[src/hw/rtl/hsc_pkg.sv]
// ---------------------------------------------------------------------------
// hsc_pkg : shared types and helpers for the Hermite coefficient builder
// Fixed-point widths, the job record between front and back, saturation.
// ---------------------------------------------------------------------------
package hsc_pkg;

    localparam int FRAC_BITS_DEF   = 16;
    localparam int VALUE_WIDTH_DEF = 32;
    localparam int COEF_W          = 48;
    localparam int VAL_MAX_W       = 48;   // widest knot field carried in a job
    localparam int ACC_W           = 56;   // coefficient working width
    localparam int TIME_W          = 32;
    localparam int QUEUE_DEPTH     = 2;

    localparam logic signed [COEF_W-1:0] CMAX = {1'b0, {(COEF_W-1){1'b1}}};
    localparam logic signed [COEF_W-1:0] CMIN = {1'b1, {(COEF_W-1){1'b0}}};

    typedef enum logic [1:0] {
        ST_OK        = 2'd0,
        ST_SAT       = 2'd1,
        ST_ZERO_GAP  = 2'd2,
        ST_FEW_KNOTS = 2'd3
    } t_status;

    // one classified knot, front to back
    typedef struct packed {
        logic                        err;    // curve closed with too few knots
        logic                        first;  // third knot: start tangent from end formula
        logic                        fin;
        logic signed [VAL_MAX_W:0]   dp;
        logic signed [VAL_MAX_W:0]   dt;
        logic signed [VAL_MAX_W-1:0] older_time;
        logic signed [VAL_MAX_W-1:0] older_value;
        logic signed [VAL_MAX_W-1:0] newer_time;
        logic signed [VAL_MAX_W-1:0] newer_value;
        logic signed [VAL_MAX_W-1:0] cur_value;
    } t_job;

    typedef struct packed {
        logic                     ovf;
        logic signed [COEF_W-1:0] val;
    } t_sat;

    typedef struct packed {
        logic signed [COEF_W-1:0] a0;
        logic signed [COEF_W-1:0] a1;
        logic signed [COEF_W-1:0] a2;
        logic signed [COEF_W-1:0] a3;
        t_status                  status;
    } t_coefs;

    function automatic t_status max_status(input t_status a, input t_status b);
        return (a > b) ? a : b;
    endfunction

    function automatic t_sat sat_coef(input logic signed [ACC_W-1:0] v);
        t_sat r;
        r.ovf = 1'b0;
        r.val = COEF_W'(v);
        if (v > ACC_W'(CMAX)) begin
            r.ovf = 1'b1;
            r.val = CMAX;
        end else if (v < ACC_W'(CMIN)) begin
            r.ovf = 1'b1;
            r.val = CMIN;
        end
        return r;
    endfunction

    // a0 = p0, a1 = q0, a2 = 3(p1-p0) - 2(q0+q1), a3 = 2(p0-p1) + q0 + q1
    function automatic t_coefs make_seg(
        input logic signed [VAL_MAX_W-1:0] p0,
        input logic signed [VAL_MAX_W-1:0] p1,
        input logic signed [COEF_W-1:0]    q0,
        input logic signed [COEF_W-1:0]    q1,
        input t_status                     flag
    );
        t_coefs                  r;
        t_sat                    s0, s1, s2, s3;
        logic signed [ACC_W-1:0] dpp, qs;
        dpp = ACC_W'(p1) - ACC_W'(p0);
        qs  = ACC_W'(q0) + ACC_W'(q1);
        s0  = sat_coef(ACC_W'(p0));
        s1  = sat_coef(ACC_W'(q0));
        s2  = sat_coef((dpp <<< 1) + dpp - (qs <<< 1));
        s3  = sat_coef(qs - (dpp <<< 1));
        r.a0 = s0.val;
        r.a1 = s1.val;
        r.a2 = s2.val;
        r.a3 = s3.val;
        r.status = (s0.ovf | s1.ovf | s2.ovf | s3.ovf) ? max_status(flag, ST_SAT) : flag;
        return r;
    endfunction

endpackage

[src/hw/rtl/hsc_if.sv]
// ---------------------------------------------------------------------------
// hsc_if : stream interfaces for knots in and segments out
// Valid/ready channels; a transaction moves when both are high.
// ---------------------------------------------------------------------------
interface hsc_knot_if;
    logic               valid;
    logic               ready;
    logic signed [31:0] knot_time;
    logic signed [31:0] knot_value;
    logic               final_knot;

    modport source (output valid, knot_time, knot_value, final_knot, input ready);
    modport sink   (input valid, knot_time, knot_value, final_knot, output ready);
endinterface

interface hsc_seg_if;
    logic               valid;
    logic               ready;
    logic signed [31:0] segment_start;
    logic signed [47:0] coef_zero;
    logic signed [47:0] coef_one;
    logic signed [47:0] coef_two;
    logic signed [47:0] coef_three;
    logic               last_segment;
    logic [1:0]         status;

    modport source (output valid, segment_start, coef_zero, coef_one, coef_two,
                    coef_three, last_segment, status, input ready);
    modport sink   (input valid, segment_start, coef_zero, coef_one, coef_two,
                    coef_three, last_segment, status, output ready);
endinterface

[src/hw/rtl/hsc_queue.sv]
// ---------------------------------------------------------------------------
// hsc_queue : short job queue between front and back
// Register-based FIFO, first-word read, push and pop in the same cycle.
// ---------------------------------------------------------------------------
module hsc_queue #(
    parameter int DEPTH = hsc_pkg::QUEUE_DEPTH
) (
    input  logic          i_clk,
    input  logic          i_rst_n,
    input  logic          i_push,
    input  hsc_pkg::t_job i_job,
    output logic          o_full,
    input  logic          i_pop,
    output logic          o_empty,
    output hsc_pkg::t_job o_job
);
    localparam int PW = (DEPTH > 1) ? $clog2(DEPTH) : 1;
    localparam int CW = $clog2(DEPTH + 1);

    hsc_pkg::t_job r_mem [DEPTH];
    logic [PW-1:0] r_wr, r_rd;
    logic [CW-1:0] r_cnt;

    assign o_full  = (r_cnt == CW'(DEPTH));
    assign o_empty = (r_cnt == '0);
    assign o_job   = r_mem[r_rd];

    // storage
    always_ff @(posedge i_clk) begin
        if (i_push) begin
            r_mem[r_wr] <= i_job;
        end
    end

    // pointers and fill count
    always_ff @(posedge i_clk) begin
        if (!i_rst_n) begin
            r_wr  <= '0;
            r_rd  <= '0;
            r_cnt <= '0;
        end else begin
            if (i_push) begin
                r_wr <= (r_wr == PW'(DEPTH - 1)) ? '0 : r_wr + 1'b1;
            end
            if (i_pop) begin
                r_rd <= (r_rd == PW'(DEPTH - 1)) ? '0 : r_rd + 1'b1;
            end
            if (i_push && !i_pop) begin
                r_cnt <= r_cnt + 1'b1;
            end else if (!i_push && i_pop) begin
                r_cnt <= r_cnt - 1'b1;
            end
        end
    end
endmodule

[src/hw/rtl/hsc_front.sv]
// ---------------------------------------------------------------------------
// hsc_front : knot intake and classification
// Keeps the last two knots, counts knots and queues one job per knot that
// produces segments.
// ---------------------------------------------------------------------------
module hsc_front #(
    parameter int VALUE_WIDTH = hsc_pkg::VALUE_WIDTH_DEF
) (
    input  logic          i_clk,
    input  logic          i_rst_n,
    hsc_knot_if.sink      i_knot,
    input  logic          i_full,
    output logic          o_push,
    output hsc_pkg::t_job o_job
);
    localparam int VW = VALUE_WIDTH;
    localparam int MW = hsc_pkg::VAL_MAX_W;

    logic signed [VW-1:0] r_ot, r_nt, r_ov, r_nv;
    logic [1:0]           r_cnt;
    logic signed [VW-1:0] w_t, w_v;
    logic                 w_acc;

    assign w_t          = VW'(i_knot.knot_time);
    assign w_v          = VW'(i_knot.knot_value);
    assign i_knot.ready = !i_full;
    assign w_acc        = i_knot.valid && !i_full;

    // job build
    always_comb begin
        o_job.err         = (r_cnt < 2'd2);
        o_job.first       = (r_cnt == 2'd2);
        o_job.fin         = i_knot.final_knot;
        o_job.dp          = (MW + 1)'(w_v) - (MW + 1)'(r_ov);
        o_job.dt          = (MW + 1)'(w_t) - (MW + 1)'(r_ot);
        o_job.older_time  = MW'(r_ot);
        o_job.older_value = MW'(r_ov);
        o_job.newer_time  = MW'(r_nt);
        o_job.newer_value = MW'(r_nv);
        o_job.cur_value   = MW'(w_v);
        // early knots produce nothing unless they close the curve
        o_push = w_acc && ((r_cnt >= 2'd2) || i_knot.final_knot);
    end

    // knot history
    always_ff @(posedge i_clk) begin
        if (!i_rst_n) begin
            r_ot  <= '0;
            r_nt  <= '0;
            r_ov  <= '0;
            r_nv  <= '0;
            r_cnt <= '0;
        end else if (w_acc) begin
            r_ot <= r_nt;
            r_ov <= r_nv;
            r_nt <= w_t;
            r_nv <= w_v;
            if (i_knot.final_knot) begin
                r_cnt <= '0;
            end else if (r_cnt != 2'd3) begin
                r_cnt <= r_cnt + 2'd1;
            end
        end
    end
endmodule

[src/hw/rtl/hsc_back.sv]
// ---------------------------------------------------------------------------
// hsc_back : tangent divider and coefficient engine
// Restoring divider, one quotient bit per cycle, then tangents and up to
// two segments into a registered output stage.
// ---------------------------------------------------------------------------
module hsc_back #(
    parameter int VALUE_WIDTH = hsc_pkg::VALUE_WIDTH_DEF,
    parameter int FRAC_BITS   = hsc_pkg::FRAC_BITS_DEF
) (
    input  logic          i_clk,
    input  logic          i_rst_n,
    input  logic          i_empty,
    input  hsc_pkg::t_job i_job,
    output logic          o_pop,
    hsc_seg_if.source     o_seg
);
    localparam int MW    = hsc_pkg::VAL_MAX_W;
    localparam int CW    = hsc_pkg::COEF_W;
    localparam int AW    = hsc_pkg::ACC_W;
    localparam int DEN_W = VALUE_WIDTH + 1;
    localparam int NUM_W = DEN_W + FRAC_BITS;
    localparam int KW    = $clog2(NUM_W + 1);
    localparam int XW    = NUM_W + CW;

    typedef enum logic [5:0] {
        S_IDLE = 6'b000001,
        S_DIV  = 6'b000010,
        S_TAN  = 6'b000100,
        S_ENDT = 6'b001000,
        S_SEG1 = 6'b010000,
        S_SEG2 = 6'b100000
    } t_state;

    t_state                r_state;
    hsc_pkg::t_job         r_job;
    logic [NUM_W-1:0]      r_quo;
    logic [DEN_W-1:0]      r_rem, r_den;
    logic [KW-1:0]         r_cnt;
    logic signed [CW-1:0]  r_qmid, r_qprev, r_qend, r_pend_q;
    hsc_pkg::t_status      r_fmid, r_fprev, r_fend, r_pend_f;

    logic                  r_valid;
    logic signed [31:0]    r_start;
    hsc_pkg::t_coefs       r_out;
    logic                  r_last;

    logic [MW:0]           w_nm, w_dm;
    logic [DEN_W:0]        w_trial;
    logic                  w_ge, w_slot, w_load, w_neg, w_ovf;
    logic [CW-1:0]         w_qmag;
    logic signed [CW-1:0]  w_qmid;
    hsc_pkg::t_status      w_fmid;
    hsc_pkg::t_sat         w_sprev, w_send;
    hsc_pkg::t_coefs       w_seg;

    // magnitudes of the incoming job
    assign w_nm = i_job.dp[MW] ? (MW + 1)'(-i_job.dp) : (MW + 1)'(i_job.dp);
    assign w_dm = i_job.dt[MW] ? (MW + 1)'(-i_job.dt) : (MW + 1)'(i_job.dt);

    // divider step
    assign w_trial = {r_rem, r_quo[NUM_W-1]};
    assign w_ge    = (w_trial >= {1'b0, r_den});

    // tangent from quotient
    always_comb begin
        w_neg  = r_job.dp[MW] ^ r_job.dt[MW];
        w_ovf  = (XW'(r_quo) > XW'(hsc_pkg::CMAX));
        w_qmag = CW'(r_quo);
        w_fmid = hsc_pkg::ST_OK;
        w_qmid = w_neg ? -w_qmag : w_qmag;
        if (r_den == '0) begin
            w_fmid = hsc_pkg::ST_ZERO_GAP;
            if (r_job.dp == '0) begin
                w_qmid = '0;
            end else begin
                w_qmid = r_job.dp[MW] ? hsc_pkg::CMIN : hsc_pkg::CMAX;
            end
        end else if (w_ovf) begin
            w_fmid = hsc_pkg::ST_SAT;
            w_qmid = w_neg ? hsc_pkg::CMIN : hsc_pkg::CMAX;
        end
    end

    // end tangents: 2*(end difference) - neighbour
    assign w_sprev = hsc_pkg::sat_coef(((AW'(r_job.newer_value) - AW'(r_job.older_value)) <<< 1)
                                       - AW'(r_qmid));
    assign w_send  = hsc_pkg::sat_coef(((AW'(r_job.cur_value) - AW'(r_job.newer_value)) <<< 1)
                                       - AW'(r_qmid));

    // one coefficient unit, operands chosen by segment
    always_comb begin
        if (r_state == S_SEG2) begin
            w_seg = hsc_pkg::make_seg(r_job.newer_value, r_job.cur_value, r_qmid, r_qend,
                                      r_fend);
        end else begin
            w_seg = hsc_pkg::make_seg(r_job.older_value, r_job.newer_value, r_qprev, r_qmid,
                                      hsc_pkg::max_status(r_fprev, r_fmid));
        end
    end

    assign w_slot = !r_valid || o_seg.ready;
    assign w_load = w_slot && ((r_state == S_SEG1) || (r_state == S_SEG2));
    assign o_pop  = (r_state == S_IDLE) && !i_empty;

    // sequencer
    always_ff @(posedge i_clk) begin
        if (!i_rst_n) begin
            r_state  <= S_IDLE;
            r_pend_q <= '0;
            r_pend_f <= hsc_pkg::ST_OK;
            r_cnt    <= '0;
        end else begin
            case (r_state)
                S_IDLE: begin
                    if (!i_empty) begin
                        r_cnt   <= KW'(NUM_W);
                        r_state <= i_job.err ? S_SEG1 : S_DIV;
                    end
                end
                S_DIV: begin
                    r_cnt <= r_cnt - 1'b1;
                    if (r_cnt == KW'(1)) begin
                        r_state <= S_TAN;
                    end
                end
                S_TAN: r_state <= S_ENDT;
                S_ENDT: r_state <= S_SEG1;
                S_SEG1: begin
                    if (w_slot) begin
                        if (!r_job.err) begin
                            r_pend_q <= r_qmid;
                            r_pend_f <= r_fmid;
                        end
                        r_state <= (r_job.fin && !r_job.err) ? S_SEG2 : S_IDLE;
                    end
                end
                S_SEG2: begin
                    if (w_slot) begin
                        r_state <= S_IDLE;
                    end
                end
                default: r_state <= S_IDLE;
            endcase
        end
    end

    // datapath registers
    always_ff @(posedge i_clk) begin
        if (o_pop) begin
            r_job <= i_job;
            r_den <= DEN_W'(w_dm);
            r_quo <= {w_nm[DEN_W-1:0], {FRAC_BITS{1'b0}}};
            r_rem <= '0;
        end
        if (r_state == S_DIV) begin
            r_rem <= w_ge ? DEN_W'(w_trial - {1'b0, r_den}) : DEN_W'(w_trial);
            r_quo <= {r_quo[NUM_W-2:0], w_ge};
        end
        if (r_state == S_TAN) begin
            r_qmid <= w_qmid;
            r_fmid <= w_fmid;
        end
        if (r_state == S_ENDT) begin
            if (r_job.first) begin
                r_qprev <= w_sprev.val;
                r_fprev <= w_sprev.ovf ? hsc_pkg::max_status(r_fmid, hsc_pkg::ST_SAT) : r_fmid;
            end else begin
                r_qprev <= r_pend_q;
                r_fprev <= r_pend_f;
            end
            r_qend <= w_send.val;
            r_fend <= w_send.ovf ? hsc_pkg::max_status(r_fmid, hsc_pkg::ST_SAT) : r_fmid;
        end
    end

    // output stage
    always_ff @(posedge i_clk) begin
        if (!i_rst_n) begin
            r_valid <= 1'b0;
        end else if (w_load) begin
            r_valid <= 1'b1;
        end else if (o_seg.ready) begin
            r_valid <= 1'b0;
        end
    end

    always_ff @(posedge i_clk) begin
        if (w_load) begin
            if (r_state == S_SEG2) begin
                r_start <= 32'(r_job.newer_time);
                r_out   <= w_seg;
                r_last  <= 1'b1;
            end else if (r_job.err) begin
                r_start <= '0;
                r_out   <= '{a0: '0, a1: '0, a2: '0, a3: '0,
                             status: hsc_pkg::ST_FEW_KNOTS};
                r_last  <= 1'b1;
            end else begin
                r_start <= 32'(r_job.older_time);
                r_out   <= w_seg;
                r_last  <= 1'b0;
            end
        end
    end

    assign o_seg.valid         = r_valid;
    assign o_seg.segment_start = r_start;
    assign o_seg.coef_zero     = r_out.a0;
    assign o_seg.coef_one      = r_out.a1;
    assign o_seg.coef_two      = r_out.a2;
    assign o_seg.coef_three    = r_out.a3;
    assign o_seg.last_segment  = r_last;
    assign o_seg.status        = r_out.status;

    // checks
    a_div_done: assert property (@(posedge i_clk) disable iff (!i_rst_n)
        (r_state == S_DIV && r_cnt == KW'(1)) |=> (r_state == S_TAN))
        else $error("divider did not hand over to tangent stage");

    a_rem_bound: assert property (@(posedge i_clk) disable iff (!i_rst_n)
        (r_state == S_TAN && r_den != '0) |-> (r_rem < r_den))
        else $error("divider remainder not below divisor");

    a_seg2_src: assert property (@(posedge i_clk) disable iff (!i_rst_n)
        (r_state == S_SEG2) |-> (r_job.fin && !r_job.err))
        else $error("closing segment without final knot");

    a_no_overwrite: assert property (@(posedge i_clk) disable iff (!i_rst_n)
        (r_valid && !o_seg.ready) |-> !w_load)
        else $error("output register overwritten while stalled");
endmodule

[src/hw/rtl/hermite_spline_coefficient_builder_core.sv]
// ---------------------------------------------------------------------------
// hermite_spline_coefficient_builder_core : cubic Hermite segment builder
// Knot stream in, per-segment start time and cubic coefficients out.
// ---------------------------------------------------------------------------
// Channels: i_knot takes one knot (time, value, final flag) per transaction;
// o_seg gives one segment per transaction (start time, a0..a3, last flag,
// status). Both are valid/ready.
// The first two knots of a curve give nothing unless one closes the curve, in
// which case a single flagged segment comes out. Every later knot gives one
// segment, a final knot two.
// Flow: each producing knot passes a restoring divider that yields
// VALUE_WIDTH+1+FRAC_BITS quotient bits (49 by default), then the tangent
// states S_TAN and S_ENDT and a segment state per segment (S_SEG1, S_SEG2)
// into the output register. A curve closed with too few knots skips the
// divider and goes straight to S_SEG1.
// A two-entry job queue lets knots be taken while the divider is busy; the
// output register lets work continue while a segment waits.
// When the receiver stalls, the segment holds, the back end waits, and once
// the queue fills the input ready drops.
// Reset clears knot history, pending tangent, queue and output valid.
// ---------------------------------------------------------------------------
module hermite_spline_coefficient_builder_core #(
    parameter int FRAC_BITS   = hsc_pkg::FRAC_BITS_DEF,
    parameter int VALUE_WIDTH = hsc_pkg::VALUE_WIDTH_DEF
) (
    input  logic      i_clk,
    input  logic      i_rst_n,
    hsc_knot_if.sink  i_knot,
    hsc_seg_if.source o_seg
);
    logic          w_push, w_full, w_pop, w_empty;
    hsc_pkg::t_job w_job_in, w_job_out;

    hsc_front #(
        .VALUE_WIDTH(VALUE_WIDTH)
    ) u_front (
        .i_clk  (i_clk),
        .i_rst_n(i_rst_n),
        .i_knot (i_knot),
        .i_full (w_full),
        .o_push (w_push),
        .o_job  (w_job_in)
    );

    hsc_queue #(
        .DEPTH(hsc_pkg::QUEUE_DEPTH)
    ) u_queue (
        .i_clk  (i_clk),
        .i_rst_n(i_rst_n),
        .i_push (w_push),
        .i_job  (w_job_in),
        .o_full (w_full),
        .i_pop  (w_pop),
        .o_empty(w_empty),
        .o_job  (w_job_out)
    );

    hsc_back #(
        .VALUE_WIDTH(VALUE_WIDTH),
        .FRAC_BITS  (FRAC_BITS)
    ) u_back (
        .i_clk  (i_clk),
        .i_rst_n(i_rst_n),
        .i_empty(w_empty),
        .i_job  (w_job_out),
        .o_pop  (w_pop),
        .o_seg  (o_seg)
    );
endmodule

[src/flat_wrapper.sv]
// flat-port wrapper written by rule: the top's interface ports become plain ports
module hermite_spline_coefficient_builder_core_flat 
#(
    parameter int FRAC_BITS   = hsc_pkg::FRAC_BITS_DEF,
    parameter int VALUE_WIDTH = hsc_pkg::VALUE_WIDTH_DEF
)
  (i_clk, i_rst_n, i_knot_valid, i_knot_knot_time, i_knot_knot_value, i_knot_final_knot, i_knot_ready, o_seg_valid, o_seg_segment_start, o_seg_coef_zero, o_seg_coef_one, o_seg_coef_two, o_seg_coef_three, o_seg_last_segment, o_seg_status, o_seg_ready);
  hsc_knot_if i_knot_i ();
  hsc_seg_if o_seg_i ();
  input  logic i_clk;
  input  logic i_rst_n;
  input wire logic [$bits(i_knot_i.valid)-1:0] i_knot_valid;
  input wire logic [$bits(i_knot_i.knot_time)-1:0] i_knot_knot_time;
  input wire logic [$bits(i_knot_i.knot_value)-1:0] i_knot_knot_value;
  input wire logic [$bits(i_knot_i.final_knot)-1:0] i_knot_final_knot;
  output wire logic [$bits(i_knot_i.ready)-1:0] i_knot_ready;
  output wire logic [$bits(o_seg_i.valid)-1:0] o_seg_valid;
  output wire logic [$bits(o_seg_i.segment_start)-1:0] o_seg_segment_start;
  output wire logic [$bits(o_seg_i.coef_zero)-1:0] o_seg_coef_zero;
  output wire logic [$bits(o_seg_i.coef_one)-1:0] o_seg_coef_one;
  output wire logic [$bits(o_seg_i.coef_two)-1:0] o_seg_coef_two;
  output wire logic [$bits(o_seg_i.coef_three)-1:0] o_seg_coef_three;
  output wire logic [$bits(o_seg_i.last_segment)-1:0] o_seg_last_segment;
  output wire logic [$bits(o_seg_i.status)-1:0] o_seg_status;
  input wire logic [$bits(o_seg_i.ready)-1:0] o_seg_ready;
  assign i_knot_i.valid = i_knot_valid;
  assign i_knot_i.knot_time = i_knot_knot_time;
  assign i_knot_i.knot_value = i_knot_knot_value;
  assign i_knot_i.final_knot = i_knot_final_knot;
  assign i_knot_ready = i_knot_i.ready;
  assign o_seg_valid = o_seg_i.valid;
  assign o_seg_segment_start = o_seg_i.segment_start;
  assign o_seg_coef_zero = o_seg_i.coef_zero;
  assign o_seg_coef_one = o_seg_i.coef_one;
  assign o_seg_coef_two = o_seg_i.coef_two;
  assign o_seg_coef_three = o_seg_i.coef_three;
  assign o_seg_last_segment = o_seg_i.last_segment;
  assign o_seg_status = o_seg_i.status;
  assign o_seg_i.ready = o_seg_ready;
  hermite_spline_coefficient_builder_core #(.FRAC_BITS(FRAC_BITS), .VALUE_WIDTH(VALUE_WIDTH)) u_core (.i_clk(i_clk), .i_rst_n(i_rst_n), .i_knot(i_knot_i), .o_seg(o_seg_i));
endmodule
[config.mk]
export PLATFORM = sky130hd
export DESIGN_NAME = hermite_spline_coefficient_builder_core_flat
export DESIGN_NICKNAME = d
export VERILOG_FILES = /design/src/hw/rtl/hsc_pkg.sv /design/src/hw/rtl/hsc_if.sv /design/src/hw/rtl/hsc_queue.sv /design/src/hw/rtl/hsc_front.sv /design/src/hw/rtl/hsc_back.sv /design/src/hw/rtl/hermite_spline_coefficient_builder_core.sv /design/src/flat_wrapper.sv
export SDC_FILE = /design/constraint.sdc
export NUM_CORES = 2
export LEC_CHECK = 0
export ABC_AREA = 1
export BUFFER_PORTS_ARGS = -buffer_cell sky130_fd_sc_hd__buf_2
export CAP_MARGIN = 20
export CELL_PAD_IN_SITES_DETAIL_PLACEMENT = 1
export CELL_PAD_IN_SITES_GLOBAL_PLACEMENT = 2
export CORE_MARGIN = 1
export CORE_UTILIZATION = 36
export DETAILED_ROUTE_END_ITERATION = 7
export GPL_TIMING_DRIVEN = 1
export PLACE_DENSITY_LB_ADDON = 0.1
export SLEW_MARGIN = 0
export SYNTH_ARGS = -nofsm -noshare
export SYNTH_HDL_FRONTEND = slang
export SYNTH_SLANG_ARGS = --single-unit
[constraint.sdc]
create_clock -name i_clk -period 14.35 [get_ports i_clk]
set_clock_uncertainty 0.2 [all_clocks]
set_input_delay 2.87 -clock i_clk [delete_from_list [all_inputs] [get_ports i_clk]]
set_output_delay 2.87 -clock i_clk [all_outputs]
set_load 0.05 [all_outputs]
# Yosys cells after proc, flatten, opt, wreduce, memory -nomap -nowiden
# Memory sizes are Yosys's and may differ from the RTL's. A register that Yosys moved wholly into a read port is not among the register bits.
# Index checks and enable logic that the tools add are counted.
dict set report word_totals {
  register_bits 998
  memories 1
  ramBits 682
  wordCells 221
  output_inout_bits 229
}
# memory depth width rd rd_ports_with_merged_regs wr line
set memory_table {}
lappend memory_table {u_core.u_queue.r_mem 2 341 1 1 1 hsc_queue.sv:20} ;# hsc_pkg::t_job r_mem [DEPTH];
dict set report classes {
  bitwise_logic 8
  muxes 79
  add_sub_neg 24
  eq_ne 14
  order_cmp 28
  n_reduce_logical 28
}
# operator count
set ops {}
lappend ops {{49-bit 2-to-1 mux} 30}
lappend ops {{194-bit 2-to-1 mux} 3}
lappend ops {{48-bit 2-to-1 mux} 7}
lappend ops {{48-bit > comparator, second input constant} 4}
lappend ops {{48-bit less-than comparator, second input constant} 4}
lappend ops {{33-bit 2-to-1 mux} 5}
lappend ops {{56-bit by 48-bit > comparator with 1-bit output, second input constant} 2}
lappend ops {{56-bit by 48-bit less-than comparator with 1-bit output, second input constant} 2}
lappend ops {{52-bit by 48-bit > comparator with 1-bit output, second input constant} 2}
lappend ops {{52-bit by 48-bit less-than comparator with 1-bit output, second input constant} 2}
lappend ops {{51-bit by 50-bit subtractor with 52-bit output} 2}
lappend ops {{50-bit by 49-bit adder with 51-bit output} 2}
lappend ops {{51-bit by 48-bit > comparator with 1-bit output, second input constant} 2}
lappend ops {{51-bit by 48-bit less-than comparator with 1-bit output, second input constant} 2}
lappend ops {{49-bit by 50-bit subtractor with 51-bit output} 2}
lappend ops {{50-bit by 48-bit subtractor with 51-bit output} 2}
lappend ops {{48-bit by 48-bit adder with 49-bit output} 2}
lappend ops {{48-bit by 48-bit subtractor with 49-bit output} 2}
lappend ops {{33-bit negator} 2}
lappend ops {{32-bit by 32-bit subtractor with 33-bit output} 2}
lappend ops {{32-bit 2-to-1 mux} 2}
lappend ops {{49-bit by 47-bit > comparator with 1-bit output, second input constant} 1}
lappend ops {{49-bit zero test} 1}
lappend ops {{48-bit negator} 1}
lappend ops {{other kinds (36)} 95}

# Logic depth before layout (Yosys ltp)
dict set report logic_depth {
  ltp_word 13
  depth_mapped 44
  ltp_nobuf 44
}

# Modules after synthesis
# A second synthesis with hierarchy kept.
dict set report hier_totals {
  cells_unflattened 10964
  area_unflattened_um2 102378.2
}
# mod cells_each seq_area_each_um2 area_each_um2 n_inst
set by_module_without_submodules {}
lappend by_module_without_submodules {hsc_back 8101 23872.9 65690.5 1}
lappend by_module_without_submodules {hsc_queue 1096 20579.7 26111.3 1}
lappend by_module_without_submodules {hsc_front 1767 2602.5 10576.4 1}

# Least setup slack after synthesis
# No wires, ideal clock.
dict set report synth_path {
  path_type {register -> register}
  from {reg u_core.u_back.r_state[2]}
  to {reg u_core.u_back.r_quo[0] (enable)}
  path_stages_with_launch 8
  setup_ps 433
  period_less_slack_ps 15439
  slack_ps -1089
  arrival_time_ps 14806
  t_required_ps 13717
  path_cell_list {dfxtp_1 -> nor2_1 -> inv_1 -> nor4_1 -> inv_1 -> a21oi_1 -> nor2_1 -> inv_1}
}
dict set report synth_via {
  elab_chain_len 3
  word_cells_on_any_way 4
  classes_between {eq/ne (2); reduce/logical (2)}
}
# item line
set synth_rtl {}
lappend synth_rtl {{start, declared} hsc_back.sv:34} ;# t_state r_state;
lappend synth_rtl {{start signal, assigned} hsc_back.sv:117} ;# r_state <= i_job.err ? S_SEG1 : S_DIV;
lappend synth_rtl {{start signal, assigned} hsc_back.sv:134} ;# r_state <= (r_job.fin && !r_job.err) ? S_SEG2 : S_IDLE;
lappend synth_rtl {{6-bit by 1-bit == test with 1-bit output} hsc_back.sv:103} ;# assign o_pop = (r_state == S_IDLE) && !i_empty;
lappend synth_rtl {{1-bit logical AND} hsc_back.sv:103}
lappend synth_rtl {{via u_core.u_back.o_pop} hsc_back.sv:14} ;# output logic o_pop,
lappend synth_rtl {{2-bit nonzero test (no line)} -}
lappend synth_rtl {{end signal, assigned} hsc_back.sv:152} ;# r_quo <= {w_nm[DEN_W-1:0], {FRAC_BITS{1'b0}}};
lappend synth_rtl {{end signal, assigned} hsc_back.sv:157} ;# r_quo <= {r_quo[NUM_W-2:0], w_ge};
lappend synth_rtl {{end, declared} hsc_back.sv:36} ;# logic [NUM_W-1:0] r_quo;
# The timed path passes the listed nets, and every way through them passes these cells.
# A chain may end at the register's enable or synchronous reset.

# Worst setup path after layout
dict set report layout_path {
  from {reg u_core.u_back.r_job[0] in the netlist's numbering}
  to {reg u_core.u_back.r_out, in the netlist u_core.u_back.o_seg.coef_two[14] (data pin)}
}
dict set report layout_via {
  elab_chain_len 10
  word_cells_on_any_way 11
  classes_between {add/sub (3); order compare (2); mux (6)}
}
# item line
set layout_rtl {}
lappend layout_rtl {{start, declared} hsc_back.sv:35} ;# hsc_pkg::t_job r_job;
lappend layout_rtl {{start signal, assigned} hsc_back.sv:150} ;# r_job <= i_job;
lappend layout_rtl {{48-bit by 48-bit subtractor with 49-bit output *} hsc_pkg.sv:81} ;# dpp = ACC_W'(p1) - ACC_W'(p0);
lappend layout_rtl {{50-bit by 49-bit adder with 51-bit output *} hsc_pkg.sv:85} ;# s2 = sat_coef((dpp <<< 1) + dpp - (qs <<< 1));
lappend layout_rtl {{51-bit by 50-bit subtractor with 52-bit output *} hsc_pkg.sv:85}
lappend layout_rtl {{52-bit by 48-bit less-than comparator with 1-bit output} hsc_pkg.sv:63} ;# end else if (v < ACC_W'(CMIN)) begin
lappend layout_rtl {{49-bit 2-to-1 mux} hsc_pkg.sv:63}
lappend layout_rtl {{49-bit 2-to-1 mux *} hsc_pkg.sv:60} ;# if (v > ACC_W'(CMAX)) begin
lappend layout_rtl {{49-bit 2-to-1 mux *} hsc_back.sv:92} ;# if (r_state == S_SEG2) begin
lappend layout_rtl {{194-bit 2-to-1 mux *} hsc_back.sv:92}
lappend layout_rtl {{194-bit 2-to-1 mux} hsc_back.sv:193} ;# end else if (r_job.err) begin
lappend layout_rtl {{194-bit 2-to-1 mux *} hsc_back.sv:189} ;# if (r_state == S_SEG2) begin
lappend layout_rtl {{end signal, assigned} hsc_back.sv:191} ;# r_out <= w_seg;
lappend layout_rtl {{end signal, assigned} hsc_back.sv:195} ;# r_out <= '{a0: '0, a1: '0, a2: '0, a3: '0,
lappend layout_rtl {{end signal, assigned} hsc_back.sv:200} ;# r_out <= w_seg;
lappend layout_rtl {{end, declared} hsc_back.sv:44} ;# hsc_pkg::t_coefs r_out;
# Every way passes the cells marked *; elsewhere a longest branch is shown, timed or not. The select of a mux whose other input is x is not followed.

==> summary.md <==
| Metric | Value |
|---|---|
| Core ar. | `0.236 sq mm` |
| Final period utilization | `59.7%` |
| Via Count | `70,600` |
| Highest clock rate | `117 MHz` |
| Number of fill cells | `27,700` |
| HP Class | `flip-flop to flip-flop` |
| Syn. warnings | `0` |
| Status | `finished clean` |
| Post-Route Setup TNS | `0 ns` |
| Post-synthesis cell type count | `74` |
| Mapped Area | `0.0858 sq mm` |
| Startpoint types | `flip-flop` |
| Count of flip-flops with a built-in enable after synthesis | `1,131` |
| Req. time, crit path | `14.63 ns` |
| Synth Net Count | `10,700` |
| Slew Viols, Final | `0` |
| Total Wirelength | `331 mm` |
| Post-DR wirelength/cell | `24.5 um` |
| Post-Syn Area per Cell | `8.64 sq um` |
| Area grow syn2layout | `12.1%` |
| Synth area leader | `edfxtp_1` |
| Finished Core Util | `40.8%` |
| First-pass DRT Iterations | `6` |
| Fin. Hold Viols | `0` |
| Max-cap check violation count | `0` |
| Syn Inst Count | `9,939` |
| Top-count cell post-synth | `nand2_1` |
| Max FO, Critical Path | `43` |
| H-tree levels | `4` |
| Clk Latency, worst-skew pair | `0.86 ns` |
| Post-DRT Antenna Nets | `0` |
| Dpl hpwl | `268 mm` |
| CTS tree | `built` |
| Vias per cell | `5.22` |
| Reg area | `0.0379 sq mm` |
| Routability cong. | `0.925` |
| Crit path max-delay cell type | `inv_2` |
| Main synth FF type | `edfxtp_1` |
| Register bit count reported by yosys | `1,329` |
| Die span in x | `490 um` |
| Placed instance area | `0.0908 sq mm` |
| # clock sinks | `1,329` |
| Crit path DAT | `8.84 ns` |
| Final nets | `10,900` |
| RSZ-0062 raised after global routing | `false` |
| Final Critical Period | `8.56 ns` |
| Die area | `0.240 sq mm` |
| Share of layout cells above drive strength 1 | `8.51%` |
| Die span in y | `490 um` |
| Starting Density | `36.4%` |
| Reg clk slew, reported paths | `0.06 ns` |
| CP top delay family | `compound AO/OA/AOI/OAI gates` |
| Initial DRC count | `4,101` |
| Site Rows | `178` |
| Setup crit end kind | `flip-flop` |
| Hold_buf cts | `0` |
| Clk Tree Root Cell | `clkbuf_16` |
| Worst Tran Pin Value | `1.25 ns` |
| Largest net degree at the start of global routing | `95` |
| CTS Buf Count | `156` |
| Most used cell, CP | `nand2_1` |
| PostCTS Resize Cnt | `0` |
| Vias in the first global route | `74,800` |
| Top post-synthesis cells by count | `nand2_1, inv_1, edfxtp_1, a21oi_1, nor2_1` |
| Top post-synthesis cells by area | `edfxtp_1, nand2_1, ha_1` |
| Area of the multi-input gates | `0.0418 sq mm` |
| Maximum root-to-sink buffer count | `3` |
| Design area | `0.0962 sq mm` |
| Max incr delay on CP | `0.70 ns` |
| WS Path Type | `flip-flop to flip-flop` |
| Yosys top cell area share | `39.6%` |
| Number of buffers and inverters on the critical path | `8` |
| Initial antenna violation count | `20` |
| Relative slew margins | `16.0%` |
| GRT Total Usage | `27.0%` |
| # setup viols final | `0` |
| IO Pins | `298` |
| Register area share after synthesis | `44.2%` |
| Setup bufs post-CTS | `0` |
| Port Buffers | `297` |
| GR Overflow Total | `0` |
| Async S/R FF share, synth | `0%` |
| First-pass GRT wire length | `484 mm` |
| Drt drc | `0` |
[layer usage]
| layer | vias up | global-route usage, % | wire [um] |
|---|---|---|---|
| li1 | 34100 | - | - |
| met4 | 4 | 10.7 | 14100 |
| met1 | 34900 | 34.0 | 146000 |
| met2 | 1190 | 47.4 | 162000 |
| met3 | 420 | 2.49 | 9220 |
| met5 | - | 0 | 23 |
[logic make-up (layout without fill, tap and decap cells)]
group | count (synthesis) | in the layout | synth area share, %
fa+ha+maj | 664 | 664 | 10.6
xor+xnor | 600 | 600 | 6.12
mux | 24 | 24 | 0.280
other cells | 0 | 17 | 0
flops | 1329 | 1329 | 44.2
compound gates | 2251 | 2251 | 14.8
buf+inv | 1594 | 2002 | 7.27
simple gates | 3477 | 3477 | 16.8
[worst paths after layout]
kind	start	end	slack (ns)	depth (start not counted)
setup reg to reg	u_core.u_back.r_job[0]	u_core.u_back.o_seg.coef_two[14]	5.79	34
hold / removal	u_core.u_front.r_ov[22]	u_core.u_queue.r_mem[1][166]	0.23	0
hold reg to reg	u_core.u_front.r_ov[22]	u_core.u_queue.r_mem[1][166]	0.23	0
setup / recovery	u_core.u_back.r_job[0]	u_core.u_back.o_seg.coef_two[14]	5.79	34
[placed cells by master, fill, tap and decap left out, types with 47 or more instances in the layout]
cell,Yosys,routed
a21oi_1,901,899
a31oi_1,124,124
buf_2,27,297
buf_4,27,87
clkbuf_16,0,157
dfxtp_1,198,197
edfxtp_1,1131,1131
fa_1,103,103
ha_1,561,561
inv_1,1289,1286
nand2_1,2131,2128
nand3_1,199,199
nand4_1,59,59
nor2_1,783,779
nor3_1,77,75
nor4_1,53,51
o21ai_0,624,619
o21ai_1,159,163
o221ai_1,49,49
or2_2,47,47
xnor2_1,231,230
xor2_1,369,369
[registers in the layout, indices dropped and copies added, names as in the netlist, 33 cells and up, named ones only]
name                            flops
u_core.u_back.o_seg.coef_one       48
u_core.u_back.o_seg.coef_three     48
u_core.u_back.o_seg.coef_two       48
u_core.u_back.r_job               198
u_core.u_back.r_pend_q             48
u_core.u_back.r_qend               48
u_core.u_back.r_qmid               48
u_core.u_back.r_qprev              48
u_core.u_back.r_quo                49
u_core.u_back.r_rem                33
u_core.u_queue.r_mem              458
[final cells by class]
| type | instances | share of cell area, % |
|---|---|---|
| Clock inverter | 95 | 1.20 |
| Tap cell | 3150 | 4.10 |
| Sequential cell | 1329 | 39.4 |
| Antenna cell | 17 | 0.0442 |
| Clock buffer | 196 | 4.36 |
| Timing Repair Buffer | 387 | 2.28 |
| Multi-Input combinational cell | 7016 | 43.4 |
| Inverter | 1324 | 5.19 |
[metrics by stage]
stage	setup WS [ns]	instances	hold slack, ns
final	5.79	13500	0.234
after global routing	5.31	13500	0.253
after CTS	5.50	13500	0.229
after detailed placement	5.51	13200	0.239
after global placement	5.69	13200	0.227
after floorplan	0.537	9939	0.226
Power is not shown: default switching activity piles up to over one toggle a cycle in this logic, so the estimate is an artifact.
